--- src/hdl/spq_pkg.sv ---
package spq_pkg;

  localparam int CAPACITY = 16;
  localparam int CNT_W    = $clog2(CAPACITY + 1);
  localparam int OP_W     = 2;
  localparam int PRIO_W   = 8;
  localparam int CLIENT_W = 16;
  localparam int COUNT_W  = 5;

  localparam logic [OP_W-1:0] OP_INSERT  = 2'd0;
  localparam logic [OP_W-1:0] OP_EXTRACT = 2'd1;
  localparam logic [OP_W-1:0] OP_CLEAR   = 2'd2;

  localparam logic [CNT_W-1:0] CAP_CNT = CNT_W'(CAPACITY);

  // one stored entry of the sorted row
  typedef struct packed {
    logic                valid;
    logic [PRIO_W-1:0]   prio;
    logic [CLIENT_W-1:0] client;
  } entry_t;

  // per-item command broadcast to every cell
  typedef struct packed {
    logic               ins;
    logic               ext;
    logic               clr;
    logic [PRIO_W-1:0]  new_prio;
    logic [CLIENT_W-1:0] new_client;
  } cell_ctl_t;

  typedef struct packed {
    logic                head_valid;
    logic [PRIO_W-1:0]   head_priority;
    logic [CLIENT_W-1:0] head_client;
    logic                popped_valid;
    logic [PRIO_W-1:0]   popped_priority;
    logic [CLIENT_W-1:0] popped_client;
    logic [COUNT_W-1:0]  entry_count;
    logic                is_full;
    logic                is_empty;
    logic                insert_dropped;
  } result_t;

endpackage

--- src/hdl/spq_in_if.sv ---
interface spq_in_if;
  logic                          valid;
  logic                          ready;
  logic [spq_pkg::OP_W-1:0]      opcode;
  logic [spq_pkg::PRIO_W-1:0]    priority_req;
  logic [spq_pkg::CLIENT_W-1:0]  client_handle;

  modport source (output valid, output opcode, output priority_req, output client_handle,
                  input ready);
  modport sink   (input valid, input opcode, input priority_req, input client_handle,
                  output ready);
endinterface

--- src/hdl/spq_out_if.sv ---
interface spq_out_if;
  logic                          valid;
  logic                          ready;
  logic                          head_valid;
  logic [spq_pkg::PRIO_W-1:0]    head_priority;
  logic [spq_pkg::CLIENT_W-1:0]  head_client;
  logic                          popped_valid;
  logic [spq_pkg::PRIO_W-1:0]    popped_priority;
  logic [spq_pkg::CLIENT_W-1:0]  popped_client;
  logic [spq_pkg::COUNT_W-1:0]   entry_count;
  logic                          is_full;
  logic                          is_empty;
  logic                          insert_dropped;

  modport source (output valid, output head_valid, output head_priority, output head_client,
                  output popped_valid, output popped_priority, output popped_client,
                  output entry_count, output is_full, output is_empty,
                  output insert_dropped, input ready);
  modport sink   (input valid, input head_valid, input head_priority, input head_client,
                  input popped_valid, input popped_priority, input popped_client,
                  input entry_count, input is_full, input is_empty,
                  input insert_dropped, output ready);
endinterface

--- src/hdl/spq_cell.sv ---
module spq_cell (
  input  logic               clk,
  input  logic               rst_n,
  input  spq_pkg::cell_ctl_t ctl_i,
  input  spq_pkg::entry_t    left_i,
  input  logic               left_le_i,
  input  spq_pkg::entry_t    right_i,
  output spq_pkg::entry_t    ent_o,
  output spq_pkg::entry_t    nxt_o,
  output logic               le_o
);

  logic                         valid_r, valid_nxt;
  logic [spq_pkg::PRIO_W-1:0]   prio_r, prio_nxt;
  logic [spq_pkg::CLIENT_W-1:0] client_r, client_nxt;

  // entry stays put on insert when it is served no later than the new one
  assign le_o = valid_r && (prio_r <= ctl_i.new_prio);

  always_comb begin
    valid_nxt  = valid_r;
    prio_nxt   = prio_r;
    client_nxt = client_r;
    if (ctl_i.clr) begin
      valid_nxt = 1'b0;
    end else if (ctl_i.ext) begin
      valid_nxt  = right_i.valid;
      prio_nxt   = right_i.prio;
      client_nxt = right_i.client;
    end else if (ctl_i.ins && !le_o) begin
      if (left_le_i) begin
        valid_nxt  = 1'b1;
        prio_nxt   = ctl_i.new_prio;
        client_nxt = ctl_i.new_client;
      end else begin
        valid_nxt  = left_i.valid;
        prio_nxt   = left_i.prio;
        client_nxt = left_i.client;
      end
    end
  end

  always_ff @(posedge clk) begin
    if (!rst_n) begin
      valid_r <= 1'b0;
    end else begin
      valid_r <= valid_nxt;
    end
  end

  always_ff @(posedge clk) begin
    prio_r   <= prio_nxt;
    client_r <= client_nxt;
  end

  assign ent_o = '{valid: valid_r, prio: prio_r, client: client_r};
  assign nxt_o = '{valid: valid_nxt, prio: prio_nxt, client: client_nxt};

endmodule

--- src/hdl/sorted_priority_queue.sv ---
// result: valid in the output register in the cycle after the input transfer
// throughput: one item per cycle while the output side is ready; every cell of the sorted row updates in the same cycle
// input is taken while the output register is empty or being drained in the same cycle
// reset (synchronous, rst_n low) empties the queue and the output register;
// slot contents are not cleared, only the per-cell valid bits
module sorted_priority_queue (
  input logic      clk,
  input logic      rst_n,
  spq_in_if.sink   in_ch,
  spq_out_if.source out_ch
);

  // stored entry count and registered result
  logic [spq_pkg::CNT_W-1:0] count_r, count_nxt;
  logic                      out_valid_r, out_valid_nxt;
  spq_pkg::result_t          res_r, res_nxt;

  logic                accept;
  spq_pkg::cell_ctl_t  ctl;
  logic                full, empty, dropped;

  // row of cells: slot 0 is the head
  spq_pkg::entry_t cur   [spq_pkg::CAPACITY];
  spq_pkg::entry_t nxt   [spq_pkg::CAPACITY];
  logic            le    [spq_pkg::CAPACITY];

  // output register frees up when empty or when the sink takes it now
  assign in_ch.ready = !out_valid_r || out_ch.ready;
  assign accept      = in_ch.valid && in_ch.ready;

  assign full  = (count_r == spq_pkg::CAP_CNT);
  assign empty = (count_r == '0);

  // decode the item into a command seen by every cell
  always_comb begin
    ctl            = '0;
    dropped        = 1'b0;
    ctl.new_prio   = in_ch.priority_req;
    ctl.new_client = in_ch.client_handle;
    if (accept) begin
      case (in_ch.opcode)
        spq_pkg::OP_INSERT: begin
          if (full) begin
            dropped = 1'b1;
          end else begin
            ctl.ins = 1'b1;
          end
        end
        spq_pkg::OP_EXTRACT: begin
          ctl.ext = !empty;
        end
        spq_pkg::OP_CLEAR: begin
          ctl.clr = 1'b1;
        end
        default: begin
          // unused opcode leaves the queue untouched
        end
      endcase
    end
  end

  // each cell looks at its left neighbor on insert and its right one on extract
  for (genvar g = 0; g < spq_pkg::CAPACITY; g++) begin : g_row
    spq_pkg::entry_t left_ent, right_ent;
    logic            left_le;

    if (g == 0) begin : g_first
      assign left_ent = '0;
      assign left_le  = 1'b1;
    end else begin : g_mid
      assign left_ent = cur[g-1];
      assign left_le  = le[g-1];
    end

    if (g == spq_pkg::CAPACITY - 1) begin : g_last
      assign right_ent = '0;
    end else begin : g_inner
      assign right_ent = cur[g+1];
    end

    spq_cell u_cell (
      .clk       (clk),
      .rst_n     (rst_n),
      .ctl_i     (ctl),
      .left_i    (left_ent),
      .left_le_i (left_le),
      .right_i   (right_ent),
      .ent_o     (cur[g]),
      .nxt_o     (nxt[g]),
      .le_o      (le[g])
    );
  end

  always_comb begin
    count_nxt = count_r;
    if (ctl.clr) begin
      count_nxt = '0;
    end else if (ctl.ins) begin
      count_nxt = count_r + 1'b1;
    end else if (ctl.ext) begin
      count_nxt = count_r - 1'b1;
    end
  end

  // result reflects the state after the item; head fields read zero when empty
  always_comb begin
    logic [spq_pkg::CNT_W+spq_pkg::COUNT_W-1:0] cnt_wide;
    cnt_wide                = {{spq_pkg::COUNT_W{1'b0}}, count_nxt};
    res_nxt                 = '0;
    res_nxt.head_valid      = (count_nxt != '0);
    if (count_nxt != '0) begin
      res_nxt.head_priority = nxt[0].prio;
      res_nxt.head_client   = nxt[0].client;
    end
    res_nxt.popped_valid    = ctl.ext;
    if (ctl.ext) begin
      res_nxt.popped_priority = cur[0].prio;
      res_nxt.popped_client   = cur[0].client;
    end
    res_nxt.entry_count     = cnt_wide[spq_pkg::COUNT_W-1:0];
    res_nxt.is_full         = (count_nxt == spq_pkg::CAP_CNT);
    res_nxt.is_empty        = (count_nxt == '0);
    res_nxt.insert_dropped  = dropped;
  end

  always_comb begin
    out_valid_nxt = out_valid_r;
    if (accept) begin
      out_valid_nxt = 1'b1;
    end else if (out_ch.ready) begin
      out_valid_nxt = 1'b0;
    end
  end

  always_ff @(posedge clk) begin
    if (!rst_n) begin
      count_r     <= '0;
      out_valid_r <= 1'b0;
    end else begin
      count_r     <= count_nxt;
      out_valid_r <= out_valid_nxt;
    end
  end

  // result payload only loads on an input transfer
  always_ff @(posedge clk) begin
    if (accept) begin
      res_r <= res_nxt;
    end
  end

  assign out_ch.valid           = out_valid_r;
  assign out_ch.head_valid      = res_r.head_valid;
  assign out_ch.head_priority   = res_r.head_priority;
  assign out_ch.head_client     = res_r.head_client;
  assign out_ch.popped_valid    = res_r.popped_valid;
  assign out_ch.popped_priority = res_r.popped_priority;
  assign out_ch.popped_client   = res_r.popped_client;
  assign out_ch.entry_count     = res_r.entry_count;
  assign out_ch.is_full         = res_r.is_full;
  assign out_ch.is_empty        = res_r.is_empty;
  assign out_ch.insert_dropped  = res_r.insert_dropped;

endmodule

--- src/flat_wrapper.sv ---
// flat-port wrapper written by rule: the top's interface ports become plain ports
module sorted_priority_queue_flat 
  (clk, rst_n, in_ch_valid, in_ch_opcode, in_ch_priority_req, in_ch_client_handle, in_ch_ready, out_ch_valid, out_ch_head_valid, out_ch_head_priority, out_ch_head_client, out_ch_popped_valid, out_ch_popped_priority, out_ch_popped_client, out_ch_entry_count, out_ch_is_full, out_ch_is_empty, out_ch_insert_dropped, out_ch_ready);
  spq_in_if in_ch_i ();
  spq_out_if out_ch_i ();
  input logic clk;
  input logic rst_n;
  input wire logic [$bits(in_ch_i.valid)-1:0] in_ch_valid;
  input wire logic [$bits(in_ch_i.opcode)-1:0] in_ch_opcode;
  input wire logic [$bits(in_ch_i.priority_req)-1:0] in_ch_priority_req;
  input wire logic [$bits(in_ch_i.client_handle)-1:0] in_ch_client_handle;
  output wire logic [$bits(in_ch_i.ready)-1:0] in_ch_ready;
  output wire logic [$bits(out_ch_i.valid)-1:0] out_ch_valid;
  output wire logic [$bits(out_ch_i.head_valid)-1:0] out_ch_head_valid;
  output wire logic [$bits(out_ch_i.head_priority)-1:0] out_ch_head_priority;
  output wire logic [$bits(out_ch_i.head_client)-1:0] out_ch_head_client;
  output wire logic [$bits(out_ch_i.popped_valid)-1:0] out_ch_popped_valid;
  output wire logic [$bits(out_ch_i.popped_priority)-1:0] out_ch_popped_priority;
  output wire logic [$bits(out_ch_i.popped_client)-1:0] out_ch_popped_client;
  output wire logic [$bits(out_ch_i.entry_count)-1:0] out_ch_entry_count;
  output wire logic [$bits(out_ch_i.is_full)-1:0] out_ch_is_full;
  output wire logic [$bits(out_ch_i.is_empty)-1:0] out_ch_is_empty;
  output wire logic [$bits(out_ch_i.insert_dropped)-1:0] out_ch_insert_dropped;
  input wire logic [$bits(out_ch_i.ready)-1:0] out_ch_ready;
  assign in_ch_i.valid = in_ch_valid;
  assign in_ch_i.opcode = in_ch_opcode;
  assign in_ch_i.priority_req = in_ch_priority_req;
  assign in_ch_i.client_handle = in_ch_client_handle;
  assign in_ch_ready = in_ch_i.ready;
  assign out_ch_valid = out_ch_i.valid;
  assign out_ch_head_valid = out_ch_i.head_valid;
  assign out_ch_head_priority = out_ch_i.head_priority;
  assign out_ch_head_client = out_ch_i.head_client;
  assign out_ch_popped_valid = out_ch_i.popped_valid;
  assign out_ch_popped_priority = out_ch_i.popped_priority;
  assign out_ch_popped_client = out_ch_i.popped_client;
  assign out_ch_entry_count = out_ch_i.entry_count;
  assign out_ch_is_full = out_ch_i.is_full;
  assign out_ch_is_empty = out_ch_i.is_empty;
  assign out_ch_insert_dropped = out_ch_i.insert_dropped;
  assign out_ch_i.ready = out_ch_ready;
  sorted_priority_queue u_core (.clk(clk), .rst_n(rst_n), .in_ch(in_ch_i), .out_ch(out_ch_i));
endmodule
--- config.mk ---
export PLATFORM = sky130hd
export DESIGN_NAME = sorted_priority_queue_flat
export DESIGN_NICKNAME = d
export VERILOG_FILES = /design/src/hdl/spq_pkg.sv /design/src/hdl/spq_in_if.sv /design/src/hdl/spq_out_if.sv /design/src/hdl/spq_cell.sv /design/src/hdl/sorted_priority_queue.sv /design/src/flat_wrapper.sv
export SDC_FILE = /design/constraint.sdc
export NUM_CORES = 1
export LEC_CHECK = 0
export ABC_AREA = 0
export BUFFER_PORTS_ARGS = -buffer_cell sky130_fd_sc_hd__buf_2
export CAP_MARGIN = 30
export CELL_PAD_IN_SITES_DETAIL_PLACEMENT = 1
export CELL_PAD_IN_SITES_GLOBAL_PLACEMENT = 2
export CORE_MARGIN = 1
export CORE_UTILIZATION = 45
export CTS_CLUSTER_SIZE = 12
export DETAILED_ROUTE_END_ITERATION = 8
export GPL_ROUTABILITY_DRIVEN = 1
export PLACE_DENSITY_LB_ADDON = 0.1
export SYNTH_ARGS = -nofsm -noshare
export SYNTH_HDL_FRONTEND = slang
export SYNTH_SLANG_ARGS = --single-unit
--- constraint.sdc ---
create_clock -name clk -period 9.04 [get_ports clk]
set_input_delay 1.808 -clock clk [delete_from_list [all_inputs] [get_ports clk]]
set_output_delay 1.808 -clock clk [all_outputs]
set_load 0.1 [all_outputs]
# Yosys cells after proc, flatten, opt, wreduce, memory -nomap -nowiden

Index checks and enable logic that the tools add are counted.

Flip-flop bits (word level): 464
Input port bits: 30
Output and inout port bits: 60
Logic and storage cells: 324

Add/subtract/negate cells: 2
Magnitude comparators: 16
Eq/ne operators: 4
Mux-type cells: 150
Bitwise logic cells: 2
Reductions and logical operators: 90

Operator list:

| operator            | count |
|---|---|
| $mux 16             | 47 |
| $mux 8              | 47 |
| $le 8x8->1          | 16 |
| $mux 1              | 52 |
| $reduce_bool 2->1   | 17 |
| $logic_and 1x1->1   | 33 |
| $reduce_and 2->1    | 15 |
| $logic_not 1->1     | 18 |
| $mux 5              | 3 |
| $eq 5x5->1 const B  | 2 |
| $logic_not 5->1     | 2 |
| $add 5x1->5 const B | 1 |
| $reduce_bool 5->1   | 1 |
| $sub 5x1->5 const B | 1 |
| $mux 3              | 1 |
| $reduce_or 3->1     | 1 |
| $eq 2x1->1 const B  | 1 |
| $eq 2x2->1 const B  | 1 |
| $logic_not 2->1     | 1 |
| $not 1->1           | 2 |
| $reduce_or 2->1     | 1 |
| $logic_or 1x1->1    | 1 |

# Depth between registers and ports, before layout

Gate-level depths: netlist of the first run.

Word-level depth: 8
Gate-level depth with buffers: 13
Gate-level depth less buffers: 10

# By module

Synthesis of the first run repeated with hierarchy kept, for this count alone.

Cells, all modules: 3,676
Area, all modules: 36,441.2 µm²

By module, submodules not included:

| module                                  | times used | cells an instance | area each (µm²) | seq. area each (µm²) |
|---|---|---|---|---|
| spq_cell at u_core.g_row[15].u_cell ... | 10         | 215               | 2,087.0         | 500.5 |
| spq_cell at u_core.g_row[0].u_cell ...  | 6          | 215               | 2,100.8         | 500.5 |
| sorted_priority_queue                   | 1          | 236               | 2,966.6         | 1,861.8 |

# Worst setup path after synthesis of the first run

Ideal clock, no wire load.

Kind: input port to flip-flop
Start point: input port in_ch_priority_req[4]
End point: register u_core.g_row[6].u_cell.client_r[0] (netlist bit), enable pin
Library setup time: 0.439 ns
Data arrival time: 5.758 ns
Data required time: 8.601 ns
Slack: 2.844 ns
Stages: 11
Path buffers: 4
Cell sequence: clkbuf_1 -> clkbuf_1 -> inv_1 -> ha_1 -> nand3_1 -> o21bai_1 -> a31oi_1 -> nor3b_1 -> clkbuf_1 -> clkbuf_1 -> o21ai_0

Longest elaborated chain between the ends: 6

Ends and longest elaborated chain:

| item                               | line               | RTL |
|---|---|---|
| from (decl)                        | flat_wrapper.sv:10 | `input wire logic [$bits(in_ch_i.priority_req)-1:0] in_ch_priority_req;` |
| $le 8x8->1                         | spq_cell.sv:18     | `assign le_o = valid_r && (prio_r <= ctl_i.new_prio);` |
| $logic_and 1x1->1                  | spq_cell.sv:18     |  |
| $logic_not 1->1                    | spq_cell.sv:30     | `end else if (ctl_i.ins && !le_o) begin` |
| $logic_and 1x1->1                  | spq_cell.sv:30     |  |
| $reduce_bool 2->1 (no source line) | -                  |  |
| $reduce_and 2->1 (no source line)  | -                  |  |
| to (signal assigned)               | spq_cell.sv:53     | `client_r <= client_nxt;` |
| to (decl)                          | spq_cell.sv:15     | `logic [spq_pkg::CLIENT_W-1:0] client_r, client_nxt;` |

Every way passes these cells.
A chain may end at the register's enable or synchronous reset.

# Final worst setup path of the first run

Start point: input port out_ch_ready
End point: register u_core.g_row[5].u_cell.client_r[4] (netlist bit), enable pin

Longest elaborated chain between the ends: 6
Elaborated cells between the ends (all ways): 7
Those cells by class: mux: 1; bitwise: 1; reduce/logical: 5

Ends and longest elaborated chain:

| item                                | line                        | RTL |
|---|---|---|
| from (decl)                         | flat_wrapper.sv:24          | `input wire logic [$bits(out_ch_i.ready)-1:0] out_ch_ready;` |
| $logic_or 1x1->1 *                  | sorted_priority_queue.sv:28 | `assign in_ch.ready = !out_valid_r \|\| out_ch.ready;` |
| $logic_and 1x1->1 *                 | sorted_priority_queue.sv:29 | `assign accept = in_ch.valid && in_ch.ready;` |
| $mux 3 *                            | sorted_priority_queue.sv:40 | `if (accept) begin` |
| $logic_and 1x1->1                   | spq_cell.sv:30              |  |
| $reduce_bool 2->1 (no source line)  | -                           |  |
| $reduce_and 2->1 (no source line) * | -                           |  |
| to (signal assigned)                | spq_cell.sv:53              |  |
| to (decl)                           | spq_cell.sv:15              |  |

Every way passes the cells marked *; elsewhere a longest branch is shown, timed or not.

==> metrics.txt, run 1 <==
# TYPE chip_impl_metric gauge
chip_impl_info{name="outcome",value="complete, no violations"} 1
chip_impl_metric{name="grt_overflow_total",unit=""} 0
chip_impl_info{name="startpoint_type",value="input pin"} 1
chip_impl_metric{name="use_met2",unit=""} 0.446
chip_impl_info{name="most_instantiated_flip_flop_cell_in_the_synthesis_netlist",value="sky130_fd_sc_hd__edfxtp_1"} 1
chip_impl_metric{name="hold_ws",unit="ns"} 0.522
chip_impl_metric{name="clock_insertion_delay_worst_skew",unit="ns"} 0.62
chip_impl_metric{name="regToRegSetupSlack",unit="ns"} 4.65
chip_impl_metric{name="multi_input_area",unit="mm^2"} 0.0116
chip_impl_metric{name="final_max_slew_viol_count",unit=""} 0
chip_impl_info{name="grt_setup_unrepaired",value="no"} 1
chip_impl_metric{name="drt-pass1-iter-count",unit=""} 5
chip_impl_metric{name="finish.utilization",unit=""} 0.510
chip_impl_metric{name="numClockSinks",unit=""} 464
chip_impl_metric{name="lkg_pwr",unit="nW"} 10.1
chip_impl_metric{name="syn_nets",unit=""} 2744
chip_impl_metric{name="holdPathStages",unit=""} 2
chip_impl_metric{name="die_area",unit="mm^2"} 0.0586
chip_impl_metric{name="vdd.ir_drop.worst",unit="V"} 0.000138
chip_impl_metric{name="worst-slew-pin-transition",unit="ns"} 1.11
chip_impl_metric{name="design.final.nets",unit=""} 2741
chip_impl_metric{name="place.detailed.instances",unit=""} 3275
chip_impl_metric{name="synth_area",unit="mm^2"} 0.0259
chip_impl_metric{name="maxClockFrequency",unit="GHz"} 0.205
chip_impl_metric{name="synth_xor_area_frac",unit=""} 0
chip_impl_metric{name="vias",unit=""} 20287
chip_impl_metric{name="post_cts_resized",unit=""} 0
chip_impl_metric{name="final-setup-viol-count",unit=""} 0
chip_impl_metric{name="routed_wire_length_per_instance",unit="um"} 22.1
chip_impl_metric{name="globalRouteTotalUtil",unit=""} 0.253
chip_impl_metric{name="post_synth.cell_area_avg",unit="um^2"} 10.0
chip_impl_metric{name="clock_power_share",unit=""} 0.371
chip_impl_metric{name="arrival",unit="ns"} 5.23
chip_impl_metric{name="antenna-diode-count",unit=""} 0
chip_impl_metric{name="placeableCoreArea",unit="mm^2"} 0.0567
chip_impl_metric{name="ctsHtreeMaxLevel",unit=""} 2
chip_impl_metric{name="antenna_violations_before_repair",unit=""} 0
chip_impl_metric{name="sw_frac_of_total",unit=""} 0.294
chip_impl_metric{name="postSynthRegisterBits",unit=""} 464
chip_impl_metric{name="groute.layer.met3.usage",unit=""} 0.0326
chip_impl_metric{name="post_synth_fa_ha_maj_area_fraction",unit=""} 0.0632
chip_impl_metric{name="tritoncts.num_buffers",unit=""} 54
chip_impl_metric{name="vias_in_the_first_global_route",unit=""} 22081
chip_impl_metric{name="grt_first_pass_wirelength",unit="um"} 120000
chip_impl_metric{name="synth_async_sr_flop_share",unit=""} 0
chip_impl_metric{name="cts-hold-fix-buffers",unit=""} 0
chip_impl_metric{name="grt_start_max_net_pins",unit=""} 289
chip_impl_metric{name="final-seq-area",unit="mm^2"} 0.0135
chip_impl_metric{name="detail-route-antenna-nets",unit=""} 0
chip_impl_metric{name="count_of_different_cell_masters_after_synthesis",unit=""} 58
chip_impl_metric{name="p_per_area",unit="mW/mm^2"} 199
chip_impl_info{name="synth_top_family_by_area",value="compound AO/OA/AOI/OAI gates"} 1
chip_impl_metric{name="die_w",unit="um"} 242
chip_impl_info{name="min_path_type",value="register to register"} 1
chip_impl_metric{name="synth_compound_gate_area_share",unit=""} 0.151
chip_impl_metric{name="drv_cap",unit=""} 0
chip_impl_metric{name="muxShareOfSynthArea",unit=""} 0.0942
chip_impl_info{name="path_class",value="input pin to register"} 1
chip_impl_metric{name="boundaryPins",unit=""} 90
chip_impl_metric{name="internal_power",unit="mW"} 4.05
chip_impl_info{name="crit_family",value="buffers and inverters"} 1
chip_impl_metric{name="total_power",unit="mW"} 5.74
chip_impl_metric{name="finalHoldViolations",unit=""} 0
chip_impl_metric{name="synth.yosys.seq_area_share",unit=""} 0.519
chip_impl_metric{name="number_of_placement_rows",unit=""} 87
chip_impl_metric{name="synth_simple_gate_area_share",unit=""} 0.135
chip_impl_metric{name="synthesis.yosys.warnings",unit=""} 0
chip_impl_metric{name="number_of_cells_on_the_worst_reg_to_reg_path",unit=""} 8
chip_impl_metric{name="worst_slew_margin_rel",unit=""} 0.260
chip_impl_info{name="endpoint_kind",value="register"} 1
chip_impl_info{name="clockRootBuffer",value="sky130_fd_sc_hd__clkbuf_16"} 1
chip_impl_metric{name="timing.clock.skew",unit="ns"} 0.0152
chip_impl_metric{name="top_fanout_value_on_the_critical_path",unit=""} 92
chip_impl_info{name="worst_hold_startpoint",value="u_core.g_row[11].u_cell.valid_r"} 1
chip_impl_info{name="reg_to_reg_startpoint",value="u_core.count_r[0]"} 1
chip_impl_info{name="critPathMostFrequentCell",value="sky130_fd_sc_hd__buf_4"} 1
chip_impl_metric{name="seq_power_share",unit=""} 0.465
chip_impl_metric{name="areaGrowthSynthToFinish",unit="%"} 11.4
chip_impl_metric{name="final-instance-count-excl-fill",unit=""} 3382
chip_impl_metric{name="die_h",unit="um"} 242
chip_impl_metric{name="fill_count",unit=""} 6196
chip_impl_metric{name="period_utilization",unit=""} 0.540
chip_impl_metric{name="routed_wl",unit="um"} 74700
chip_impl_metric{name="postSynthCellCount",unit=""} 2583
chip_impl_metric{name="crit_path_max_incr_delay",unit="ns"} 0.86
chip_impl_info{name="cts_tree",value="done"} 1
chip_impl_info{name="worstPathCellList",value="buf_2, nor2b_4, inv_1, nand2_1, or3_4, buf_4, buf_4, o21ai_2, buf_4"} 1
chip_impl_metric{name="clk_path_buf_depth",unit=""} 3
chip_impl_metric{name="count_of_flip_flops_with_a_built_in_enable_after_synthesis",unit=""} 418
chip_impl_info{name="busiest_layer",value="met2"} 1
chip_impl_metric{name="groute.layer.met1.usage",unit=""} 0.325
chip_impl_info{name="timing.hold.worst_endpoint",value="u_core.g_row[11].u_cell.valid_r"} 1
chip_impl_metric{name="switching_power_of_the_nets",unit="mW"} 1.69
chip_impl_metric{name="final_period_minus_worst_setup_slack",unit="ns"} 4.88
chip_impl_metric{name="dpl.hpwl",unit="um"} 51500
chip_impl_metric{name="floorplan.initialDensity",unit=""} 0.457
chip_impl_metric{name="detail_route.drc_violations",unit=""} 0
chip_impl_metric{name="postCtsSetupBuffers",unit=""} 0
chip_impl_info{name="r2r_end",value="u_core.g_row[5].u_cell.client_r[4]"} 1
chip_impl_metric{name="worst-path-buf-inv",unit=""} 5
chip_impl_metric{name="clock_transition_at_the_registers_of_the_reported_paths",unit="ns"} 0.06
chip_impl_metric{name="drive_gt1_frac",unit=""} 0.109
chip_impl_metric{name="post_dr_vias_cell",unit=""} 6.00
chip_impl_metric{name="final_total_negative_setup_slack",unit="ns"} 0
chip_impl_metric{name="gp_congestion",unit=""} 0.842
chip_impl_metric{name="drt_iter0_markers",unit=""} 1207
chip_impl_metric{name="io_buffers",unit=""} 89
chip_impl_metric{name="comb_power_share",unit=""} 0.164
chip_impl_metric{name="required_time_at_the_endpoint_of_the_critical_path",unit="ns"} 9.40
chip_impl_info{name="crit_path_top_delay_cell",value="sky130_fd_sc_hd__buf_4"} 1
==> logic make-up after synthesis <==
logic type | count (synthesis)
muxes | 241
adders and majority gates | 131
AOI/OAI and AO/OA | 716
and+or+nand+nor | 788
buffers and inverters | 243
DFF | 464
==> cells in the mapped netlist (all sizes together) (2+ instances only) <==
cell | n | area [um^2]
edfxtp | 418 | 12600
nand2 | 386 | 1450
a21oi | 345 | 1730
o21ai | 253 | 1270
mux2i | 217 | 2170
clkbuf | 166 | 623
nor2 | 155 | 582
ha | 131 | 1640
nand3 | 103 | 515
dfxtp | 46 | 921
inv | 46 | 173
and2 | 34 | 213
buf | 31 | 170
a22oi | 30 | 225
and3 | 29 | 181
nand4 | 28 | 175
a31oi | 27 | 169
mux2 | 24 | 270
o211ai | 21 | 163
nor2b | 13 | 88.8
nand2b | 11 | 68.8
a211oi | 9 | 108
or2 | 9 | 56.3
a21o | 8 | 60.1
a221o | 5 | 50.1
and4 | 5 | 43.8
nor3 | 3 | 15.0
or3 | 3 | 18.8
nand4b | 2 | 17.5
nor4b | 2 | 23.8
o21a | 2 | 16.3
o21bai | 2 | 15.0
o22ai | 2 | 12.5
o31a | 2 | 17.5
==> worst reg2reg max path: cells and delay by family, from the launching register on <==
kind	cells	cell delay (ns)
compound gates	1	0.45
buf+inv	4	2.22
flops	1	0.36
simple gates	2	0.84
fa+ha+maj	1	0.26
==> worst max-delay path by stage <==
stage	endpoint	cells past startpoint	from	slack, ns
after floorplan	u_core.g_row[6].u_cell.client_r[0]	11	in_ch_priority_req[4]	2.84
after global routing	u_core.g_row[5].u_cell.client_r[8]	9	out_ch_ready	3.94
after global placement	u_core.g_row[13].u_cell.client_r[8]	9	in_ch_priority_req[3]	3.67
final	u_core.g_row[5].u_cell.client_r[4]	9	out_ch_ready	4.16
after detailed placement	u_core.g_row[5].u_cell.client_r[8]	9	out_ch_ready	3.57
after CTS	u_core.g_row[5].u_cell.client_r[8]	9	out_ch_ready	4.20
==> power groups by stage <==
stage / Combinational [mW] / Sequential (mW) / Clock, mW
after CTS: 0.943 / 2.67 / 2.18
after global routing: 1.03 / 2.69 / 2.26
after floorplan: 0.545 / 2.83 / 0
final: 0.940 / 2.67 / 2.13
after global placement: 0.888 / 2.71 / 0
after detailed placement: 0.938 / 2.71 / 0
==> layer usage <==
layer | vias up | share of wire
li1 | 9460 | -
met1 | 10362 | 0.44
met2 | 340 | 0.50
met3 | 125 | 0.033
met4 | 0 | 0.023
met5 | - | 0
==> per-stage QoR <==
step	worst slack [ns]	area, um^2
floorplan	2.84	25900
finish	4.16	28900
global placement	3.67	27000
CTS	4.20	28800
global route	3.94	28900
detailed placement	3.57	27100
==> area by class of cell <==
class | instances | share of cell area
Multi-Input combinational cell | 1876 | 0.403
Inverter | 46 | 0.00623
Clock buffer | 75 | 0.0527
Sequential cell | 464 | 0.466
Tap cell | 756 | 0.0327
Clock inverter | 27 | 0.00632
Timing Repair Buffer | 138 | 0.0330
==> sequential cells by signal, summed over array words and instances, names as in the netlist <==
| register | cells |
|---|---|
| u_core.out_ch.head_priority | 8 |
| u_core.out_ch.valid | 1 |
| u_core.out_ch.is_empty | 1 |
| u_core.count_r | 5 |
| u_core.out_ch.entry_count | 5 |
| u_core.g_row.u_cell.valid_r | 16 |
| u_core.out_ch.popped_client | 16 |
| u_core.g_row.u_cell.prio_r | 128 |
| u_core.g_row.u_cell.client_r | 256 |
| u_core.out_ch.head_client | 16 |
| u_core.out_ch.popped_valid | 1 |
| u_core.out_ch.popped_priority | 8 |
| u_core.out_ch.head_valid | 1 |
| u_core.out_ch.insert_dropped | 1 |
| u_core.out_ch.is_full | 1 |
==> placed cells by master, fill, tap and decap left out, drive strengths merged, types with 28 or more instances in the layout <==
cell type	count
and2	34
inv	47
buf	138
a22oi	30
edfxtp	418
clkbuf	75
mux2i	217
nand4	28
a21oi	345
ha	131
nand3	103
nand2	386
o21ai	253
dfxtp	46
nor2	155
and3	29
Note: power is estimated with default switching activity, not from simulation.
==> run 2, diff against run 1 <==
Settings changed: CORE_UTILIZATION 45 to 41.
Clock period 9.04 ns to 5 ns, I/O delays scaled along.
==> metrics.txt, run 2 (same netlist as run 1, synthesis figures left out) <==
# TYPE chip_impl_metric gauge
chip_impl_info{name="outcome",value="complete, no violations"} 1
chip_impl_metric{name="met2RoutedLength",unit="um"} 37200
chip_impl_metric{name="arrival",unit="ns"} 4.28
chip_impl_metric{name="vias_in_the_first_global_route",unit=""} 21774
chip_impl_metric{name="gp_congestion",unit=""} 0.806
chip_impl_metric{name="worst-slew-pin-transition",unit="ns"} 1.11
chip_impl_metric{name="clock_transition_at_the_registers_of_the_reported_paths",unit="ns"} 0.06
chip_impl_metric{name="grt_start_max_net_pins",unit=""} 269
chip_impl_metric{name="vias",unit=""} 20123
chip_impl_metric{name="postCtsSetupBuffers",unit=""} 0
chip_impl_metric{name="final_total_negative_setup_slack",unit="ns"} 0
chip_impl_metric{name="antenna_violations_before_repair",unit=""} 4
chip_impl_info{name="startpoint_type",value="input pin"} 1
chip_impl_metric{name="number_of_placement_rows",unit=""} 91
chip_impl_metric{name="io_buffers",unit=""} 89
chip_impl_info{name="reg_top3",value="u_core.g_row.u_cell.client_r (256), u_core.g_row.u_cell.prio_r (128)"} 1
chip_impl_metric{name="largest_reg_flops",unit=""} 256
chip_impl_metric{name="post_cts_resized",unit=""} 0
chip_impl_metric{name="areaGrowthSynthToFinish",unit="%"} 11.8
chip_impl_metric{name="final-setup-viol-count",unit=""} 0
chip_impl_info{name="min_path_type",value="register to register"} 1
chip_impl_metric{name="grt_overflow_total",unit=""} 0
chip_impl_metric{name="drv_cap",unit=""} 0
chip_impl_metric{name="fill_count",unit=""} 6820
chip_impl_metric{name="numClockSinks",unit=""} 464
chip_impl_metric{name="maxClockFrequency",unit="GHz"} 0.249
chip_impl_metric{name="number_of_cells_on_the_worst_reg_to_reg_path",unit=""} 10
chip_impl_metric{name="top_fanout_value_on_the_critical_path",unit=""} 25
chip_impl_metric{name="drt-pass1-iter-count",unit=""} 5
chip_impl_metric{name="design.final.nets",unit=""} 2748
chip_impl_metric{name="routed_wl",unit="um"} 75300
chip_impl_info{name="path_class",value="input pin to register"} 1
chip_impl_metric{name="die_h",unit="um"} 254
chip_impl_info{name="cts_tree",value="done"} 1
chip_impl_metric{name="ctsHtreeMaxLevel",unit=""} 2
chip_impl_metric{name="routed_wire_length_per_instance",unit="um"} 21.7
chip_impl_metric{name="cts-hold-fix-buffers",unit=""} 0
chip_impl_metric{name="met3_length",unit="um"} 2300
chip_impl_info{name="grt_setup_unrepaired",value="no"} 1
chip_impl_metric{name="die_area",unit="mm^2"} 0.0643
chip_impl_metric{name="boundaryPins",unit=""} 90
chip_impl_metric{name="post_dr_vias_cell",unit=""} 5.80
chip_impl_info{name="max_flop_register",value="u_core.g_row.u_cell.client_r"} 1
chip_impl_metric{name="detail_route.drc_violations",unit=""} 0
chip_impl_metric{name="die_w",unit="um"} 254
chip_impl_metric{name="period_utilization",unit=""} 0.802
chip_impl_metric{name="finalHoldViolations",unit=""} 0
chip_impl_metric{name="post_dp_cell_area",unit="mm^2"} 0.0273
chip_impl_metric{name="met1_length",unit="um"} 33800
chip_impl_metric{name="drt_iter0_markers",unit=""} 1188
chip_impl_metric{name="final_period_minus_worst_setup_slack",unit="ns"} 4.01
chip_impl_metric{name="dpl.hpwl",unit="um"} 52300
chip_impl_metric{name="placeableCoreArea",unit="mm^2"} 0.0621
chip_impl_metric{name="vdd.ir_drop.worst",unit="V"} 0.000253
chip_impl_metric{name="globalRouteTotalUtil",unit=""} 0.234
chip_impl_metric{name="finalInstanceArea",unit="mm^2"} 0.0290
chip_impl_metric{name="clock_insertion_delay_worst_skew",unit="ns"} 0.61
chip_impl_info{name="final_common_cell",value="sky130_fd_sc_hd__edfxtp_1"} 1
chip_impl_info{name="endpoint_kind",value="register"} 1
chip_impl_metric{name="floorplan.initialDensity",unit=""} 0.418
chip_impl_metric{name="worst_slew_margin_rel",unit=""} 0.258
chip_impl_metric{name="final_max_slew_viol_count",unit=""} 0
chip_impl_metric{name="holdPathStages",unit=""} 2
chip_impl_metric{name="lkg_pwr",unit="nW"} 10.1
chip_impl_metric{name="grt_first_pass_wirelength",unit="um"} 120000
chip_impl_metric{name="detail-route-antenna-nets",unit=""} 0
chip_impl_info{name="layout.cells.most_common_list",value="sky130_fd_sc_hd__edfxtp_1 (418), sky130_fd_sc_hd__nand2_1 (386), sky130_fd_sc_hd__a21oi_1 (345)"} 1
chip_impl_metric{name="required_time_at_the_endpoint_of_the_critical_path",unit="ns"} 5.27
chip_impl_metric{name="timing.clock.skew",unit="ns"} 0.0135
chip_impl_metric{name="tritoncts.num_buffers",unit=""} 53
chip_impl_metric{name="clk_path_buf_depth",unit=""} 3
chip_impl_info{name="topRoutingLayerUsed",value="met5"} 1
chip_impl_metric{name="drive_gt1_frac",unit=""} 0.108
chip_impl_metric{name="p_per_area",unit="mW/mm^2"} 359
chip_impl_info{name="clockRootBuffer",value="sky130_fd_sc_hd__clkbuf_16"} 1
[run 2: changes by cell type in the layout (fill, tap and decap cells not counted), moves of 2 or more]
cell	before	now
sky130_fd_sc_hd__buf_16	5	3
sky130_fd_sc_hd__buf_4	40	51
sky130_fd_sc_hd__buf_8	2	0
sky130_fd_sc_hd__clkbuf_1	14	24
sky130_fd_sc_hd__clkbuf_16	56	54
sky130_fd_sc_hd__clkbuf_8	5	8
sky130_fd_sc_hd__clkinv_1	7	3
sky130_fd_sc_hd__clkinv_2	15	3
[run 2: worst paths after layout]
kind                                        from                             endpoint  slack, ns
setup / recovery           in_ch_priority_req[6]  u_core.g_row[14].u_cell.client_r[3]       0.99
hold / removal    u_core.g_row[1].u_cell.valid_r       u_core.g_row[1].u_cell.valid_r       0.53
setup reg to reg               u_core.count_r[0]         u_core.out_ch.head_client[6]       1.36
hold reg to reg   u_core.g_row[1].u_cell.valid_r       u_core.g_row[1].u_cell.valid_r       0.53
[run 2: cell type report]
type,instances,area (um^2),share of cell area
Antenna cell,1,2.50,0.0000863
Clock buffer,86,1550,0.0535
Clock inverter,11,130,0.00449
Inverter,46,180,0.00621
Multi-Input combinational cell,1876,11600,0.402
Sequential cell,464,13500,0.465
Tap cell,837,1050,0.0361
Timing Repair Buffer,146,971,0.0335
[run 2: metal layers]
metal,vias to the layer above,global-route usage
met3,123,0.0263
li1,9478,-
met2,271,0.409
met1,10245,0.304
met5,-,0
met4,6,0.0701
[run 2: stage by stage]
step / util / setup WS [ns] / cells / hold WS [ns] / total power [mW]
floorplan: - / 0.172 / 2583 / 0.474 / 6.10
CTS: 0.467 / 1.05 / 3465 / 0.539 / 10.5
global route: 0.467 / 0.842 / 3466 / 0.543 / 10.8
detailed placement: 0.440 / 0.396 / 3368 / 0.524 / 6.61
finish: 0.467 / 0.990 / 3467 / 0.532 / 10.4
global placement: 0.439 / 0.446 / 3365 / 0.508 / 6.50
[run 2: worst max-delay path: stages]
cell	delay [ns]
sky130_fd_sc_hd__buf_2	0.39
sky130_fd_sc_hd__inv_1	0.58
sky130_fd_sc_hd__ha_1	0.53
sky130_fd_sc_hd__nand4_1	0.14
sky130_fd_sc_hd__nand2b_1	0.19
sky130_fd_sc_hd__a21oi_1	0.41
sky130_fd_sc_hd__a211oi_4	0.07
sky130_fd_sc_hd__buf_4	0.31
sky130_fd_sc_hd__o21ai_2	0.21
sky130_fd_sc_hd__buf_4	0.38
[run 2: power by group]
part / total (mW) / leakage (nW) / internal, mW / switching, mW
clock: 3.89 / 0.813 / 2.22 / 1.67
combinational: 1.69 / 5.03 / 0.567 / 1.13
sequential: 4.82 / 4.27 / 4.59 / 0.238
==> run 3, diff against run 2 <==
Clock period 5 ns to 3.8 ns, I/O delays scaled along.
==> metrics.txt, run 3 (same netlist as run 1, synthesis figures left out) <==
# TYPE chip_impl_metric gauge
chip_impl_info{name="outcome",value="complete, no violations"} 1
chip_impl_metric{name="clock_transition_at_the_registers_of_the_reported_paths",unit="ns"} 0.06
chip_impl_metric{name="tritoncts.num_buffers",unit=""} 54
chip_impl_metric{name="routed_wl",unit="um"} 76200
chip_impl_metric{name="drive_gt1_frac",unit=""} 0.117
chip_impl_metric{name="post_dp_cell_area",unit="mm^2"} 0.0277
chip_impl_metric{name="finalHoldViolations",unit=""} 0
chip_impl_metric{name="areaGrowthSynthToFinish",unit="%"} 13.5
chip_impl_metric{name="antenna_violations_before_repair",unit=""} 4
chip_impl_metric{name="io_buffers",unit=""} 89
chip_impl_metric{name="final_max_slew_viol_count",unit=""} 0
chip_impl_metric{name="holdPathStages",unit=""} 2
chip_impl_metric{name="dp_worst_setup_slack",unit="ns"} 0.317
chip_impl_metric{name="detail-route-antenna-nets",unit=""} 0
chip_impl_metric{name="numClockSinks",unit=""} 464
chip_impl_metric{name="worst-path-buf-inv",unit=""} 3
chip_impl_metric{name="arrival",unit="ns"} 3.86
chip_impl_metric{name="floorplan.initialDensity",unit=""} 0.418
chip_impl_metric{name="maxClockFrequency",unit="GHz"} 0.296
chip_impl_metric{name="top_fanout_value_on_the_critical_path",unit=""} 72
chip_impl_info{name="critPathMostFrequentCell",value="sky130_fd_sc_hd__buf_4"} 1
chip_impl_info{name="final_common_cell",value="sky130_fd_sc_hd__edfxtp_1"} 1
chip_impl_metric{name="die_w",unit="um"} 254
chip_impl_metric{name="number_of_cells_on_the_worst_reg_to_reg_path",unit=""} 9
chip_impl_metric{name="finish.utilization",unit=""} 0.474
chip_impl_metric{name="final_period_minus_worst_setup_slack",unit="ns"} 3.38
chip_impl_info{name="layout.cells.most_common_list",value="sky130_fd_sc_hd__edfxtp_1 (418), sky130_fd_sc_hd__nand2_1 (386), sky130_fd_sc_hd__a21oi_1 (345)"} 1
chip_impl_metric{name="post_cts_resized",unit=""} 0
chip_impl_metric{name="dpl.hpwl",unit="um"} 53100
chip_impl_metric{name="vias",unit=""} 20250
chip_impl_metric{name="placeableCoreArea",unit="mm^2"} 0.0621
chip_impl_metric{name="period_utilization",unit=""} 0.888
chip_impl_metric{name="required_time_at_the_endpoint_of_the_critical_path",unit="ns"} 4.28
chip_impl_metric{name="die_h",unit="um"} 254
chip_impl_info{name="crit_path_top_delay_cell",value="sky130_fd_sc_hd__buf_4"} 1
chip_impl_info{name="worstPathCellList",value="inv_1, ha_1, nor4b_2, or3_4, buf_4, buf_4, nand3_1, mux2_2, nand2_1"} 1
chip_impl_metric{name="clk_path_buf_depth",unit=""} 3
chip_impl_info{name="endpoint_kind",value="register"} 1
chip_impl_metric{name="detail_route.drc_violations",unit=""} 0
chip_impl_metric{name="gp_congestion",unit=""} 0.827
chip_impl_metric{name="design.final.nets",unit=""} 2766
chip_impl_info{name="min_path_type",value="input pin to register"} 1
chip_impl_metric{name="largest_reg_flops",unit=""} 256
chip_impl_metric{name="final_total_negative_setup_slack",unit="ns"} 0
chip_impl_metric{name="timing.clock.skew",unit="ns"} 0.0139
chip_impl_metric{name="ctsHtreeMaxLevel",unit=""} 2
chip_impl_info{name="cts_tree",value="done"} 1
chip_impl_metric{name="routed_wire_length_per_instance",unit="um"} 21.9
chip_impl_info{name="reg_top3",value="u_core.g_row.u_cell.client_r (256), u_core.g_row.u_cell.prio_r (128)"} 1
chip_impl_metric{name="drt_iter0_markers",unit=""} 1221
chip_impl_metric{name="worst-slew-pin-transition",unit="ns"} 0.974
chip_impl_metric{name="grt_overflow_total",unit=""} 0
chip_impl_metric{name="post_dr_vias_cell",unit=""} 5.81
chip_impl_info{name="crit_path_start",value="u_core.count_r[0]"} 1
chip_impl_info{name="path_class",value="register to register"} 1
chip_impl_metric{name="boundaryPins",unit=""} 90
chip_impl_metric{name="vias_in_the_first_global_route",unit=""} 22111
chip_impl_metric{name="final-instance-count-excl-fill",unit=""} 3484
chip_impl_metric{name="globalRouteTotalUtil",unit=""} 0.237
chip_impl_metric{name="number_of_placement_rows",unit=""} 91
chip_impl_metric{name="worstSetupPathDepth",unit=""} 9
chip_impl_metric{name="crit_path_max_incr_delay",unit="ns"} 0.69
chip_impl_metric{name="final-setup-viol-count",unit=""} 0
chip_impl_metric{name="grt_start_max_net_pins",unit=""} 178
chip_impl_metric{name="cts-hold-fix-buffers",unit=""} 0
chip_impl_metric{name="place.detailed.instances",unit=""} 3385
chip_impl_metric{name="die_area",unit="mm^2"} 0.0643
chip_impl_metric{name="hold_ws",unit="ns"} 0.437
chip_impl_metric{name="drv_cap",unit=""} 0
chip_impl_metric{name="p_per_area",unit="mW/mm^2"} 468
chip_impl_info{name="grt_setup_unrepaired",value="no"} 1
chip_impl_metric{name="antenna-diode-count",unit=""} 0
chip_impl_metric{name="total_power",unit="mW"} 13.8
chip_impl_metric{name="worst_slack",unit="ns"} 0.424
chip_impl_metric{name="drt-pass1-iter-count",unit=""} 5
chip_impl_info{name="max_flop_register",value="u_core.g_row.u_cell.client_r"} 1
chip_impl_metric{name="vdd.ir_drop.worst",unit="V"} 0.000559
chip_impl_metric{name="grt_first_pass_wirelength",unit="um"} 121000
chip_impl_metric{name="clock_insertion_delay_worst_skew",unit="ns"} 0.61
chip_impl_info{name="reg_to_reg_startpoint",value="u_core.count_r[0]"} 1
chip_impl_metric{name="finalInstanceArea",unit="mm^2"} 0.0294
chip_impl_metric{name="worst_slew_margin_rel",unit=""} 0.348
chip_impl_info{name="worst_hold_startpoint",value="in_ch_valid"} 1
chip_impl_info{name="startpoint_type",value="register"} 1
chip_impl_metric{name="lkg_pwr",unit="nW"} 10.3
chip_impl_info{name="clockRootBuffer",value="sky130_fd_sc_hd__clkbuf_16"} 1
chip_impl_info{name="crit_family",value="buffers and inverters"} 1
chip_impl_metric{name="postCtsSetupBuffers",unit=""} 0
-- run 3: changes by cell type in the layout (fill, tap and decap cells not counted), sizes merged --
cell	before	now
clkinvlp	1	2
inv	47	46
bufinv	2	4
diode	1	0
clkinv	7	24
clkbuf	86	68
buf	146	163
-- run 3: per-layer routing --
layer	global-route usage	vias up	part of all wire
met1	0.307	10342	0.45
li1	-	9488	-
met5	0	-	0.00063
met4	0.0615	8	0.021
met3	0.0371	106	0.039
met2	0.410	306	0.49
-- run 3: cell type report --
type	instances	area, um^2
Fill cell	6843	32600
Sequential cell	464	13500
Multi-Input combinational cell	1876	11800
Clock buffer	68	1440
Timing Repair Buffer	163	1260
Tap cell	837	1050
Clock inverter	30	269
Inverter	46	184
-- run 3: worst paths after layout --
| check | endpoint | slack [ns] |
|---|---|---|
| worst max-delay path | u_core.g_row[1].u_cell.client_r[11] | 0.42 |
| worst min-delay path | u_core.out_ch.valid | 0.44 |
| worst max register to register | u_core.g_row[1].u_cell.client_r[11] | 0.42 |
| worst min register to register | u_core.g_row[8].u_cell.valid_r | 0.51 |
-- run 3: worst register-to-register path, cell delays in order, from the launching register on --
cell and delay [ns]:
sky130_fd_sc_hd__dfxtp_1 0.36, sky130_fd_sc_hd__inv_1 0.15, sky130_fd_sc_hd__ha_1 0.25, sky130_fd_sc_hd__nor4b_2 0.44
sky130_fd_sc_hd__or3_4 0.28, sky130_fd_sc_hd__buf_4 0.69, sky130_fd_sc_hd__buf_4 0.60, sky130_fd_sc_hd__nand3_1 0.14
sky130_fd_sc_hd__mux2_2 0.29, sky130_fd_sc_hd__nand2_1 0.06
-- run 3: power breakdown --
part	internal, mW	switching (mW)	leakage [nW]
Sequential	6.04	0.319	4.27
Combinational	0.765	1.50	5.16
Clock	2.95	2.21	0.844
Total	9.75	4.03	10.3
